File: config.mk
export PLATFORM = sky130hd
export DESIGN_NAME = sibe_seq
export DESIGN_NICKNAME = d
export VERILOG_FILES = /design/src/hw/rtl/sibe_pkg.sv /design/src/hw/rtl/sibe_seq.sv
export SDC_FILE = /design/constraint.sdc
export NUM_CORES = 1
export LEC_CHECK = 0
export ABC_CLOCK_PERIOD_IN_PS = 4430
export BUFFER_PORTS_ARGS = -buffer_cell sky130_fd_sc_hd__clkbuf_2
export CAP_MARGIN = 30
export CELL_PAD_IN_SITES_DETAIL_PLACEMENT = 0
export CELL_PAD_IN_SITES_GLOBAL_PLACEMENT = 1
export CORE_AREA = 2 2 48 50
export CTS_CLUSTER_SIZE = 40
export DETAILED_ROUTE_END_ITERATION = 7
export DIE_AREA = 0 0 50 52
export PLACE_DENSITY = 0.8
export SLEW_MARGIN = 20
export SYNTH_ARGS = -nofsm -noshare
export SYNTH_HDL_FRONTEND = slang
export SYNTH_SLANG_ARGS = --single-unit
File: constraint.sdc
create_clock -name clock -period 4.43 [get_ports clock]
set_input_delay 0.2215 -clock clock [delete_from_list [all_inputs] [get_ports clock]]
set_output_delay 0.2215 -clock clock [all_outputs]
set_load 0.005 [all_outputs]
File: src/hw/rtl/sibe_pkg.sv
package sibe_pkg;

   // Sizes of the request fields and configuration registers
   localparam int STACK_BYTES_DEF = 4096;
   localparam int ADDR_W          = 32;
   localparam int SPAN_W          = 12;
   localparam int LEN_W           = 13;
   // Bit position inside a run; offset (span) plus length can overflow it
   localparam int POS_W           = 13;
   localparam int CSR_IDX_W       = 2;
   localparam int CSR_DATA_W      = 32;

   localparam logic [7:0]        BYTE_ONES      = 8'hFF;
   localparam logic [SPAN_W-1:0] SPAN_RESET     = 12'd4095;

   // Configuration register indexes
   localparam logic [CSR_IDX_W-1:0] CSR_STACK_BASE = 2'd0;
   localparam logic [CSR_IDX_W-1:0] CSR_STACK_SPAN = 2'd1;

   // Request operations
   typedef enum logic [1:0] {
      OP_CHECK  = 2'd0,
      OP_MARK   = 2'd1,
      OP_UNMARK = 2'd2,
      OP_COPY   = 2'd3
   } op_type;

   // Datapath actions, one per control word
   typedef enum logic [3:0] {
      ACT_NONE,
      ACT_CLR_STORE,
      ACT_TAKE,
      ACT_OFFSETS,
      ACT_BOUNDS,
      ACT_RD_DST,
      ACT_BYTE_OP,
      ACT_RESPOND,
      ACT_RD_SRC,
      ACT_GRAB,
      ACT_PUT
   } act_type;

   // Jump conditions
   typedef enum logic [2:0] {
      COND_ALWAYS,
      COND_CLR_LAST,
      COND_REQ_FIRE,
      COND_EMPTY,
      COND_COPY_BITS,
      COND_BYTE_LAST,
      COND_BIT_LAST,
      COND_RSP_FREE
   } cond_type;

   // Microprogram step addresses
   typedef enum logic [3:0] {
      ST_CLEAR,
      ST_IDLE,
      ST_OFFS,
      ST_BOUNDS,
      ST_DISP,
      ST_ROUTE,
      ST_RD_DST,
      ST_BYTE,
      ST_RESP,
      ST_RD_SRC,
      ST_GRAB,
      ST_PUT,
      ST_TO_RESP
   } step_type;

   // One control word: action, jump condition, jump target.
   // Condition xor invert false: stay if hold is set, else fall through.
   typedef struct packed {
      act_type  act;
      cond_type cond;
      logic     invert;
      logic     hold;
      step_type target;
   } ucode_type;

   // Datapath status fed back to the sequencer
   typedef struct packed {
      logic clr_last;
      logic req_fire;
      logic empty;
      logic copy_bits;
      logic byte_last;
      logic bit_last;
      logic rsp_free;
   } status_type;

   function automatic ucode_type uword(act_type a, cond_type c, logic inv, logic hld,
                                       step_type t);
      ucode_type w;
      w.act    = a;
      w.cond   = c;
      w.invert = inv;
      w.hold   = hld;
      w.target = t;
      return w;
   endfunction

   // Microprogram ROM
   function automatic ucode_type ucode_rom(step_type s);
      ucode_type w;
      unique case (s)
         // sweep the store to zero after reset
         ST_CLEAR:   w = uword(ACT_CLR_STORE, COND_CLR_LAST,  1'b0, 1'b1, ST_IDLE);
         ST_IDLE:    w = uword(ACT_TAKE,      COND_REQ_FIRE,  1'b0, 1'b1, ST_OFFS);
         ST_OFFS:    w = uword(ACT_OFFSETS,   COND_ALWAYS,    1'b0, 1'b0, ST_BOUNDS);
         ST_BOUNDS:  w = uword(ACT_BOUNDS,    COND_ALWAYS,    1'b0, 1'b0, ST_DISP);
         ST_DISP:    w = uword(ACT_NONE,      COND_EMPTY,     1'b0, 1'b0, ST_RESP);
         ST_ROUTE:   w = uword(ACT_NONE,      COND_COPY_BITS, 1'b0, 1'b0, ST_RD_SRC);
         // byte loop: check, mark, unmark, copy from outside
         ST_RD_DST:  w = uword(ACT_RD_DST,    COND_ALWAYS,    1'b0, 1'b0, ST_BYTE);
         ST_BYTE:    w = uword(ACT_BYTE_OP,   COND_BYTE_LAST, 1'b1, 1'b0, ST_RD_DST);
         ST_RESP:    w = uword(ACT_RESPOND,   COND_RSP_FREE,  1'b0, 1'b1, ST_IDLE);
         // bit loop: copy
         ST_RD_SRC:  w = uword(ACT_RD_SRC,    COND_ALWAYS,    1'b0, 1'b0, ST_GRAB);
         ST_GRAB:    w = uword(ACT_GRAB,      COND_ALWAYS,    1'b0, 1'b0, ST_PUT);
         ST_PUT:     w = uword(ACT_PUT,       COND_BIT_LAST,  1'b1, 1'b0, ST_RD_SRC);
         ST_TO_RESP: w = uword(ACT_NONE,      COND_ALWAYS,    1'b0, 1'b0, ST_RESP);
         default:    w = uword(ACT_NONE,      COND_ALWAYS,    1'b0, 1'b0, ST_CLEAR);
      endcase
      return w;
   endfunction

endpackage

File: src/hw/rtl/sibe_seq.sv
module sibe_seq (
   input  logic                 clock,
   input  logic                 reset,
   input  sibe_pkg::status_type status,
   output sibe_pkg::act_type    act
);

   sibe_pkg::step_type  upc_ff;
   sibe_pkg::step_type  upc_in;
   sibe_pkg::ucode_type word;
   logic                cond_met;
   logic                jump;

   assign word = sibe_pkg::ucode_rom(upc_ff);
   assign act  = word.act;

   // condition select
   always_comb begin
      unique case (word.cond)
         sibe_pkg::COND_ALWAYS:    cond_met = 1'b1;
         sibe_pkg::COND_CLR_LAST:  cond_met = status.clr_last;
         sibe_pkg::COND_REQ_FIRE:  cond_met = status.req_fire;
         sibe_pkg::COND_EMPTY:     cond_met = status.empty;
         sibe_pkg::COND_COPY_BITS: cond_met = status.copy_bits;
         sibe_pkg::COND_BYTE_LAST: cond_met = status.byte_last;
         sibe_pkg::COND_BIT_LAST:  cond_met = status.bit_last;
         sibe_pkg::COND_RSP_FREE:  cond_met = status.rsp_free;
         default:                  cond_met = 1'b0;
      endcase
   end

   // next step: jump, hold or fall through
   always_comb begin
      jump = cond_met ^ word.invert;
      if (jump) begin
         upc_in = word.target;
      end else if (word.hold) begin
         upc_in = upc_ff;
      end else begin
         upc_in = sibe_pkg::step_type'(4'(upc_ff) + 4'd1);
      end
   end

   always_ff @(posedge clock) begin
      if (reset) begin
         upc_ff <= sibe_pkg::ST_CLEAR;
      end else begin
         upc_ff <= upc_in;
      end
   end

endmodule

==> results of run 1 <==
## cell usage after synthesis (all sizes together) (2+ instances only)
library cell / number / area [µm²]
a21oi: 5 / 25.0
buf: 6 / 38.8
dfxtp: 17 / 340
ha: 6 / 75.1
inv: 6 / 22.5
mux2: 3 / 41.3
mux2i: 9 / 93.8
nand2: 3 / 11.3
nand2b: 3 / 18.8
nand3: 3 / 15.0
nor2: 6 / 22.5
o21ai: 3 / 15.0
o221ai: 3 / 26.3
or4: 2 / 18.8
xnor2: 3 / 26.3
## worst max path at each step
stage                          startpoint               end  slack [ns]  cells past startpoint
after floorplan           word[6]$_DFF_P_  word[10]$_DFF_P_        1.62                      9
after global placement    word[6]$_DFF_P_  word[10]$_DFF_P_        1.40                      9
after detailed placement  word[6]$_DFF_P_  word[10]$_DFF_P_        1.30                      9
after CTS                 word[6]$_DFF_P_  word[10]$_DFF_P_        1.29                      9
after global routing      word[6]$_DFF_P_   word[7]$_DFF_P_        1.06                      9
final                     word[6]$_DFF_P_  word[10]$_DFF_P_        1.31                      9
## registers in the layout, summed over array words and instances (netlist names)
signal,count
upc_ff,4
word,13
## power by group through the flow
stage               sequential (mW)  clock, mW  combinational, mW
floorplan                     0.231          0              0.250
global placement              0.236          0              0.296
detailed placement            0.238          0              0.300
CTS                           0.234     0.0834              0.301
global route                  0.240     0.0909              0.336
finish                        0.233     0.0815              0.302
## logic make-up (layout without fill, tap and decap cells)
kind of cell,Yosys count,count (layout)
flip-flops,17,17
XOR/XNOR,4,4
buffers and inverters,13,22
AO/OA/AOI/OAI,16,16
AND/OR/NAND/NOR,21,21
multiplexers,13,13
adder cells (fa/ha/maj),6,6
## critical path, delay by kind of cell (launching register included)
| kind | cells | cell delay, ns |
|---|---|---|
| compound gates | 1 | 0.08 |
| xor+xnor | 1 | 0.41 |
| fa+ha+maj | 1 | 0.27 |
| buf+inv | 1 | 0.13 |
| flops | 1 | 0.42 |
| mux | 3 | 1.07 |
| simple gates | 2 | 0.66 |
## layout make-up
| type | count | area (µm²) | area share, % |
|---|---|---|---|
| clock buffers | 4 | 26.3 | 2.69 |
| multi-input cells | 60 | 492 | 50.4 |
| repair buffers | 12 | 60.1 | 6.15 |
| inverters | 6 | 22.5 | 2.31 |
| flip-flops and latches | 17 | 340 | 34.9 |
| well taps | 28 | 35.0 | 3.59 |
## metrics by stage
stage          setup slack [ns]  hold slack [ns]  cells
2_1_floorplan              1.62            0.509     90
3_3_place_gp               1.40            0.579    123
3_5_place_dp               1.30            0.593    123
4_1_cts                    1.29            0.339    127
5_1_grt                    1.06            0.349    127
6_report                   1.31            0.344    127
## layer usage
metal  vias to the layer above  GRT usage, %  wire, µm
met5                         -             0         0
met4                         0          9.72        57
met3                         5          1.72        35
met2                        17          23.7       767
met1                       305          18.2       776
li1                        330             -         -
==> results.cfg, run 1 <==
[run_status]
outcome = finished clean

[worst_setup_path]
cp_cell_sequence = mux2i_1 > mux4_2 > xor2_2 > mux2i_1 > nor2_1 > inv_1 > ha_1 > or4_4 > o221ai_1
critical_path_rt_ns = 4.64
max_stage_delay_ns = 0.52
regToRegEndpoint = word[10]$_DFF_P_
type_of_element_capturing_the_critical_path = flop
crit-reg2reg-launch = word[6]$_DFF_P_
r2r_slack_ns = 1.31
crit_type = flop to flop
critical_path.slowest_cell = or4_4
most_used_cell_cp = mux2i_1
timing.critical_path.fanout_max = 6
cp.arrival_ns = 3.33
r2r.worst_path.cells = 9
critical_path.startpoint_type = flop

[global_routing]
all_layer_global_routing_usage_pct = 14.6
grt_first_pass_wirelength_um = 2790
grt_overflow = 0
grt_pass1_vias = 632
antenna_violations_before_repair = 0
largest_net_degree_at_the_start_of_global_routing = 20

[power_and_ir_drop]
power_leakage_nw = 0.420
sw_frac_of_total_pct = 39.1
cellInternalPower_mw = 0.375
power.ir.vdd_worst_v = 0.000223
sequential_share_of_power_pct = 37.8
power_density_mw_per_mm2 = 632
total_power_mw = 0.616
power_frac_clock_pct = 13.2
combinationalPowerShare_pct = 48.9
switching_power_mw = 0.241

[min_path]
hold_path.class = primary input to flop
holdPathEnd = word[3]$_DFF_P_
timing.hold.worst_path_depth = 2
worst_hold_startpoint = reset

[routing]
drt_pass1_iterations = 4
drt_iter0_drc = 15
wl_um = 1640
drt-wirelength-per-cell_um = 12.9
remaining_drc_errors = 0
vias = 657
route.detailed.vias_per_inst = 5.17
detail-route-antenna-nets = 0

[logic_synthesis]
avgSynthCellArea_um2 = 9.97
synth_area_um2 = 897
synth_cells = 90
synth-compound-area-share_pct = 11.6
synth_simple_gate_area_share_pct = 12.6
synthArstFlopShare_pct = 0
synth_seq_cells = 17
synthAdderAreaFrac_pct = 8.37
synth.distinct_cells = 33
net_count_synth = 105
yosys_warn_count = 0
synthXorXnorAreaFrac_pct = 4.74
largest_family_of_logic_cells_by_synthesized_area = multiplexers
synth_top_flop_cell = dfxtp_1
synth_sequential_area_ratio_pct = 37.9
multiplexer_share_of_the_synthesized_area_pct = 17.6
number_of_flops_mapped_to_enable_cells_by_yosys = 0

[final_layout]
final_core_util_pct = 46.3
most-common-layout-cells = dfxtp_1, clkbuf_2, mux2i_1
layout.cells.most_common = dfxtp_1
stdcell_area_um2 = 976
final_nets = 115
fill_cell_count = 192
antenna_cells = 0
drive_above_1_share_pct = 22.2
area_growth_syn_to_layout_pct = 8.79

[timing]
worstMarginPinSlew_ns = 0.890
timing_max_transition_violations_final = 0
timing.final.crit_share_pct = 70.4
final_setup_skew_ns = 0.00466
max_freq_mhz = 321
final_period_minus_worst_setup_slack_ns = 3.12
fin_tns_setup_ns = 0
unrepaired_setup_endpoints_after_global_routing = false
setup_viols_final = 0
worst_slew_margin_rel_pct = 38.9
hold_viol_final = 0

[flow_run]
drv_cap = 0

[place]
place_area_um2 = 950
placement.io_buffers = 12
hpwl_um = 1260
gp_congestion = 0.797

[die]
top_level_ports = 13
num_rows = 17
core_region_area_mm2 = 0.00211
starting_density_pct = 42.6
die_w_um = 50
floorplan.die.height_um = 52
die_area_mm2 = 0.00260

[clock_tree]
worst_skew_pair.late_latency_ns = 0.29
cts_resized = 0
postCtsSetupBuffers = 0
cts_root_buf = clkbuf_4
tritoncts = built
htree_num_levels = 1
cts_max_path_bufs = 2
worst_setup_hold_path_clk_slew_ns = 0.09
numClockSinks = 17
cts-buffers-inserted = 3
post_cts_hold_buffer_count = 0
Note: power is estimated with default switching activity, not from simulation.
==> inputs of run 2 (changes only) <==
--- a/config.mk
+++ b/config.mk
@@ -5,16 +5,17 @@
 export SDC_FILE = /design/constraint.sdc
 export NUM_CORES = 1
 export LEC_CHECK = 0
-export ABC_CLOCK_PERIOD_IN_PS = 4430
+export ABC_AREA = 1
+export ABC_CLOCK_PERIOD_IN_PS = 2600
 export BUFFER_PORTS_ARGS = -buffer_cell sky130_fd_sc_hd__clkbuf_2
 export CAP_MARGIN = 30
 export CELL_PAD_IN_SITES_DETAIL_PLACEMENT = 0
 export CELL_PAD_IN_SITES_GLOBAL_PLACEMENT = 1
-export CORE_AREA = 2 2 48 50
+export CORE_AREA = 2 2 57 59
 export CTS_CLUSTER_SIZE = 40
 export DETAILED_ROUTE_END_ITERATION = 7
-export DIE_AREA = 0 0 50 52
-export PLACE_DENSITY = 0.8
+export DIE_AREA = 0 0 59 61
+export PLACE_DENSITY = 0.73
 export SLEW_MARGIN = 20
 export SYNTH_ARGS = -nofsm -noshare
 export SYNTH_HDL_FRONTEND = slang
==> constraint.sdc (replaced) <==
create_clock -name clock -period 2.6 [get_ports clock]
set_input_delay 0.13 -clock clock [delete_from_list [all_inputs] [get_ports clock]]
set_output_delay 0.13 -clock clock [all_outputs]
set_load 0.005 [all_outputs]
==> results.cfg, run 2 <==
[worst_setup_path]
most_used_cell_cp = nand2_1
cp_top_family = simple AND/OR/NAND/NOR gates
critical_path.startpoint_type = flop
type_of_element_capturing_the_critical_path = flop
max_stage_delay_ns = 0.41
crit_type = flop to flop
worstPathBufferInverterCount = 3
cp.arrival_ns = 2.37
critical_path_rt_ns = 2.78
critical_path.slowest_cell = dfxtp_1
cp_cell_sequence = inv_2 > nand2_1 > nand3_1 > nand3_2 > nand3_2 > nand2_4 > inv_2 > nand2_1 > nand3_2 > nor2_4 > inv_1 > ha_1 > nand2_1 > nand2_1 > nand2_1 > nand2_1
timing.critical_path.fanout_max = 5

[final_layout]
largest_reg_flops = 13
area_growth_syn_to_layout_pct = 9.26
most-common-layout-cells = nand2_1, inv_1, dfxtp_1
final_core_util_pct = 39.0
fill_cell_count = 307
drive_above_1_share_pct = 25.0
final_nets = 164
layout.cells.most_common = nand2_1
sequential_cell_area_um2 = 340
multi_input_combinational_cell_area_um2 = 608
antenna_cells = 0

[logic_synthesis]
synthTopCellsByCount = nand2_1, dfxtp_1, inv_1
avgSynthCellArea_um2 = 7.75
synth_sequential_area_ratio_pct = 32.3
synth_area_leader_cell = dfxtp_1
netlist_top_cells_area = dfxtp_1, nand2_1, ha_1
synthArstFlopShare_pct = 0
synth_cells = 136
yosys_warn_count = 0
synth_area_mm2 = 0.00105
post-synth-top-count-cell = nand2_1
netlist.area_leader.share_pct = 32.3
synth_seq_cells = 17
synth.distinct_cells = 24
number_of_flops_mapped_to_enable_cells_by_yosys = 0
synth_top_flop_cell = dfxtp_1
net_count_synth = 151

[clock_tree]
cts_root_buf = clkbuf_4
worst_skew_pair.late_latency_ns = 0.29
cts_resized = 0
cts_max_path_bufs = 2
post_cts_hold_buffer_count = 0
numClockSinks = 17
worst_setup_hold_path_clk_slew_ns = 0.09
htree_num_levels = 1
tritoncts = built
cts-buffers-inserted = 3
postCtsSetupBuffers = 0

[routing]
detail-route-antenna-nets = 0
drt_pass1_iterations = 4
remaining_drc_errors = 0
drt-wirelength-per-cell_um = 10.1
wl_um = 1840
route.detailed.vias_per_inst = 4.67
drt_iter0_drc = 19
vias = 846

[min_path]
hold_path.class = primary input to flop

[die]
die_area_mm2 = 0.00360
top_level_ports = 13
core_region_area_mm2 = 0.00295
num_rows = 20
die_w_um = 59
starting_density_pct = 35.7
floorplan.die.height_um = 61

[timing]
setup_viols_final = 0
worstMarginPinSlew_ns = 0.400
final_setup_skew_ns = 0.00861
timing_max_transition_violations_final = 0
timing.final.crit_share_pct = 84.1
unrepaired_setup_endpoints_after_global_routing = false
worst_slew_margin_rel_pct = 73.2
max_freq_mhz = 457
timing.final.ws_setup_ns = 0.414
final_period_minus_worst_setup_slack_ns = 2.19
hold_viol_final = 0
fin_tns_setup_ns = 0

[global_routing]
largest_net_degree_at_the_start_of_global_routing = 10
all_layer_global_routing_usage_pct = 12.0
antenna_violations_before_repair = 0
grt_overflow = 0
grt_pass1_vias = 804
grt_first_pass_wirelength_um = 3240

[power_and_ir_drop]
power_density_mw_per_mm2 = 1400
sequential_share_of_power_pct = 27.7
sw_frac_of_total_pct = 51.1
cellInternalPower_mw = 0.789
combinationalPowerShare_pct = 63.9
power_leakage_nw = 0.626
power_frac_clock_pct = 8.4
switching_power_mw = 0.826
power.ir.vdd_worst_v = 0.000470

[place]
placement.setup.worst_slack_ns = 0.412
placement.io_buffers = 12
hpwl_um = 1540
gp_congestion = 0.788

[run_status]
outcome = finished clean

[flow_run]
drv_cap = 0
run 2: cell types whose count changed in the layout (fill, tap and decap cells not counted), moves of 3 or more:
cell and change:
nand2_1 +40, nand3_1 +12, inv_1 +11, mux2i_1 -8, a21oi_1 -5, nand2_4 +5, nand3_2 +5, nand2_2 +4
nor2_1 -4, nand2b_1 -3, o221ai_1 -3, xnor2_1 -3
run 2: worst reg2reg max path: stages (launching register included):
cell and delay (ns):
dfxtp_1 0.41, inv_2 0.06, nand2_1 0.06, nand3_1 0.08, nand3_2 0.11, nand3_2 0.11, nand2_4 0.13, inv_2 0.07
nand2_1 0.07, nand3_2 0.09, nor2_4 0.18, inv_1 0.12, ha_1 0.34, nand2_1 0.10, nand2_1 0.06, nand2_1 0.06
nand2_1 0.04
run 2: through the flow:
stage | total power [mW] | std cells | hold slack [ns] | area [µm²]
6_report | 1.61 | 181 | 0.368 | 1150
5_1_grt | 1.79 | 181 | 0.408 | 1150
4_1_cts | 1.64 | 181 | 0.359 | 1150
3_5_place_dp | 1.50 | 177 | 0.500 | 1120
3_3_place_gp | 1.49 | 177 | 0.501 | 1120
2_1_floorplan | 1.32 | 136 | 0.501 | 1050
run 2: power by group through the flow:
stage          Clock [mW]  Sequential, mW  Combinational (mW)
6_report            0.136           0.448                1.03
3_3_place_gp            0           0.452                1.03
4_1_cts             0.142           0.449                1.05
3_5_place_dp            0           0.456                1.04
2_1_floorplan           0           0.442               0.877
5_1_grt             0.152           0.459                1.18
run 2: cell type report:
type | instances | share of cell area [%]
Multi-Input combinational cell | 95 | 52.8
Sequential cell | 17 | 29.6
Inverter | 20 | 6.52
Timing Repair Buffer | 12 | 5.22
Tap cell | 33 | 3.59
Clock buffer | 4 | 2.28
run 2: final timing paths:
check / from / to / slack (ns) / cells after the start
max: word[7]$_DFF_P_ / word[10]$_DFF_P_ / 0.41 / 16
min: reset / upc_ff[2]$_SDFFE_PP0N_ / 0.37 / 4
max reg2reg: word[7]$_DFF_P_ / word[10]$_DFF_P_ / 0.41 / 16
min reg2reg: word[1]$_DFF_P_ / upc_ff[1]$_SDFFE_PP0N_ / 0.57 / 4
run 2: per-layer routing:
metal	vias to the layer above	track usage [%]	part of all wire [%]
li1	447	-	-
met2	8	21.0	53
met4	0	7.79	1.6
met1	389	14.0	43
met5	-	0	0
met3	2	1.28	1.8
run 2: cell families after synthesis:
group	count (synthesis)	synth area share, %
and+or+nand+nor	84	47.3
buffers and inverters	24	9.98
DFF	17	32.3
adders and majority gates	6	7.13
AOI/OAI and AO/OA	3	1.66
xor gates and xnor gates	2	1.66
==> inputs of run 3 (changes only) <==
==> config.mk (replaced) <==
export PLATFORM = sky130hd
export DESIGN_NAME = sibe_seq
export DESIGN_NICKNAME = d
export VERILOG_FILES = /design/src/hw/rtl/sibe_pkg.sv /design/src/hw/rtl/sibe_seq.sv
export SDC_FILE = /design/constraint.sdc
export NUM_CORES = 1
export LEC_CHECK = 0
export ABC_AREA = 0
export ABC_CLOCK_PERIOD_IN_PS = 2000
export BUFFER_PORTS_ARGS = -buffer_cell sky130_fd_sc_hd__clkbuf_2
export CAP_MARGIN = 30
export CELL_PAD_IN_SITES_DETAIL_PLACEMENT = 0
export CELL_PAD_IN_SITES_GLOBAL_PLACEMENT = 1
export CORE_AREA = 2 2 52 54
export CTS_CLUSTER_SIZE = 40
export DETAILED_ROUTE_END_ITERATION = 7
export DIE_AREA = 0 0 54 56
export PLACE_DENSITY = 0.72
export SLEW_MARGIN = 20
export SYNTH_ARGS = -nofsm -noshare
export SYNTH_HDL_FRONTEND = slang
export SYNTH_SLANG_ARGS = --single-unit
==> constraint.sdc (replaced) <==
create_clock -name clock -period 2 [get_ports clock]
set_input_delay 0.1 -clock clock [delete_from_list [all_inputs] [get_ports clock]]
set_output_delay 0.1 -clock clock [all_outputs]
set_load 0.005 [all_outputs]
==> results.cfg, run 3 (synthesis gave the netlist of run 1 again) <==
[final_layout]
stdcell_area_mm2 = 0.00134
largest_reg_flops = 13
layout.cells.most_common = buf_4
most-common-layout-cells = buf_4, dfxtp_1, clkbuf_2
final_nets = 139
drive_above_1_share_pct = 58.5
antenna_cells = 0
area_growth_syn_to_layout_pct = 49.7
final_core_util_pct = 55.2

[worst_setup_path]
timing.critical_path.fanout_max = 4
critical_path.startpoint_type = flop
crit-reg2reg-launch = word[6]$_DFF_P_
cp_cell_sequence = mux2i_1 > mux4_2 > xor2_4 > mux2i_2 > nor2_2 > inv_2 > ha_4 > or4_4 > o221ai_2
worstPathBufferInverterCount = 1
type_of_element_capturing_the_critical_path = flop
critical_path.slowest_cell = mux4_2
crit_type = flop to flop
critical_path_rt_ns = 2.21
max_stage_delay_ns = 0.52
cp.arrival_ns = 2.76
regToRegEndpoint = word[7]$_DFF_P_
r2r.worst_path.cells = 9
cp_top_family = multiplexers
r2r_slack_ns = -0.54

[global_routing]
all_layer_global_routing_usage_pct = 16.8
met1_track_usage_gr_pct = 21.8
globalRouteMet2Util_pct = 26.1
grt_first_pass_wirelength_um = 3640
antenna_violations_before_repair = 0
largest_net_degree_at_the_start_of_global_routing = 18
grt_overflow = 0
grt_pass1_vias = 828
globalRouteMet3Util_pct = 3.23
gr-max-usage-layer = met2

[min_path]
worst_hold_startpoint = reset
holdPathEnd = word[8]$_DFF_P_
hold_path.class = primary input to flop
timing.hold.worst_path_depth = 3

[clock_tree]
cts_max_path_bufs = 2
cts_root_buf = clkbuf_4
worst_skew_pair.late_latency_ns = 0.28
worst_setup_hold_path_clk_slew_ns = 0.09
numClockSinks = 17
cts-buffers-inserted = 3
tritoncts = built
post_cts_hold_buffer_count = 0
htree_num_levels = 1

[run_status]
outcome = finished, violations left
failing_checks = setup timing

[power_and_ir_drop]
power_density_mw_per_mm2 = 1490
power.ir.vdd_worst_v = 0.000944
total_power_mw = 2.00
power_leakage_nw = 0.564

[timing]
unrepaired_setup_endpoints_after_global_routing = true
hold_viol_final = 0
timing_max_transition_violations_final = 0
timing.final.crit_share_pct = 127
final_setup_skew_ns = 0.00735
max_freq_mhz = 393
setup_viols_final = 15
worst_slew_margin_rel_pct = 77.2
worstMarginPinSlew_ns = 0.339
final_period_minus_worst_setup_slack_ns = 2.54
timing.final.ws_setup_ns = -0.543

[place]
hpwl_um = 1600
place_area_mm2 = 0.00117
placement.io_buffers = 12
gp_congestion = 0.756
placement.setup.worst_slack_ns = -0.577

[routing]
detail-route-antenna-nets = 0
drt_iter0_drc = 16
wl_um = 2130
remaining_drc_errors = 0
route.detailed.vias_per_inst = 4.93
vias = 755
drt_pass1_iterations = 5
drt-wirelength-per-cell_um = 13.9

[die]
die_area_mm2 = 0.00302
starting_density_pct = 36.9
floorplan.die.height_um = 56
core_region_area_mm2 = 0.00243
num_rows = 18
die_w_um = 54
top_level_ports = 13

[flow_run]
drv_cap = 0
-- run 3: cell count changes in the layout (fill, tap and decap cells not counted), sizes merged, moves of 5 or more --
cell / delta
inv: -13
nand3: -18
a21oi: +5
nand2: -50
buf: +24
mux2i: +9
-- run 3: where the power goes --
part           switching [mW]  total, mW  internal, mW
logic                   0.588       1.30         0.712
registers              0.0687      0.528         0.459
clock network          0.0962      0.174        0.0774
total                   0.753       2.00          1.25
-- run 3: per-layer routing --
layer	wire length, µm	up-vias
met1	940	362
met3	32	4
met5	0	-
met4	38	0
met2	1120	9
li1	-	380
-- run 3: final cells by class --
cell class              instances  area [µm²]
clock buffers                   4        26.3
fillers                       224        1090
inverters                       6        22.5
multi-input cells              60         661
flip-flops and latches         17         344
well taps                      30        37.5
repair buffers                 36         251
-- run 3: timing repair --
action,CTS,global route
hold endpoints to repair,0,0
setup buffers,3,0
gates cloned,0,0
pin swaps,6,0
resized for setup,19,8
setup endpoints to repair,15,15
-- run 3: stage by stage --
| stage | setup TNS (ns) | hold slack, ns | std cells |
|---|---|---|---|
| global route | -6.84 | 0.276 | 153 |
| finish | -5.69 | 0.272 | 153 |
| CTS | -5.24 | 0.233 | 154 |
| global placement | -4.85 | 0.474 | 147 |
| floorplan | -4.18 | 0.434 | 90 |
| detailed placement | -5.04 | 0.476 | 147 |
-- run 3: how the worst max path moves through the flow --
stage	from	to	slack, ns	cells past startpoint
floorplan	word[6]$_DFF_P_	word[10]$_DFF_P_	-0.64	9
global placement	word[6]$_DFF_P_	word[10]$_DFF_P_	-0.56	9
detailed placement	word[6]$_DFF_P_	word[7]$_DFF_P_	-0.58	9
CTS	word[6]$_DFF_P_	word[7]$_DFF_P_	-0.49	8
global route	word[6]$_DFF_P_	word[7]$_DFF_P_	-0.60	9
finish	word[6]$_DFF_P_	word[7]$_DFF_P_	-0.54	9
-- run 3: worst min-delay path, cell delays in order --
cell	delay, ns
clkbuf_2	0.13
buf_4	0.23
a21oi_1	0.06
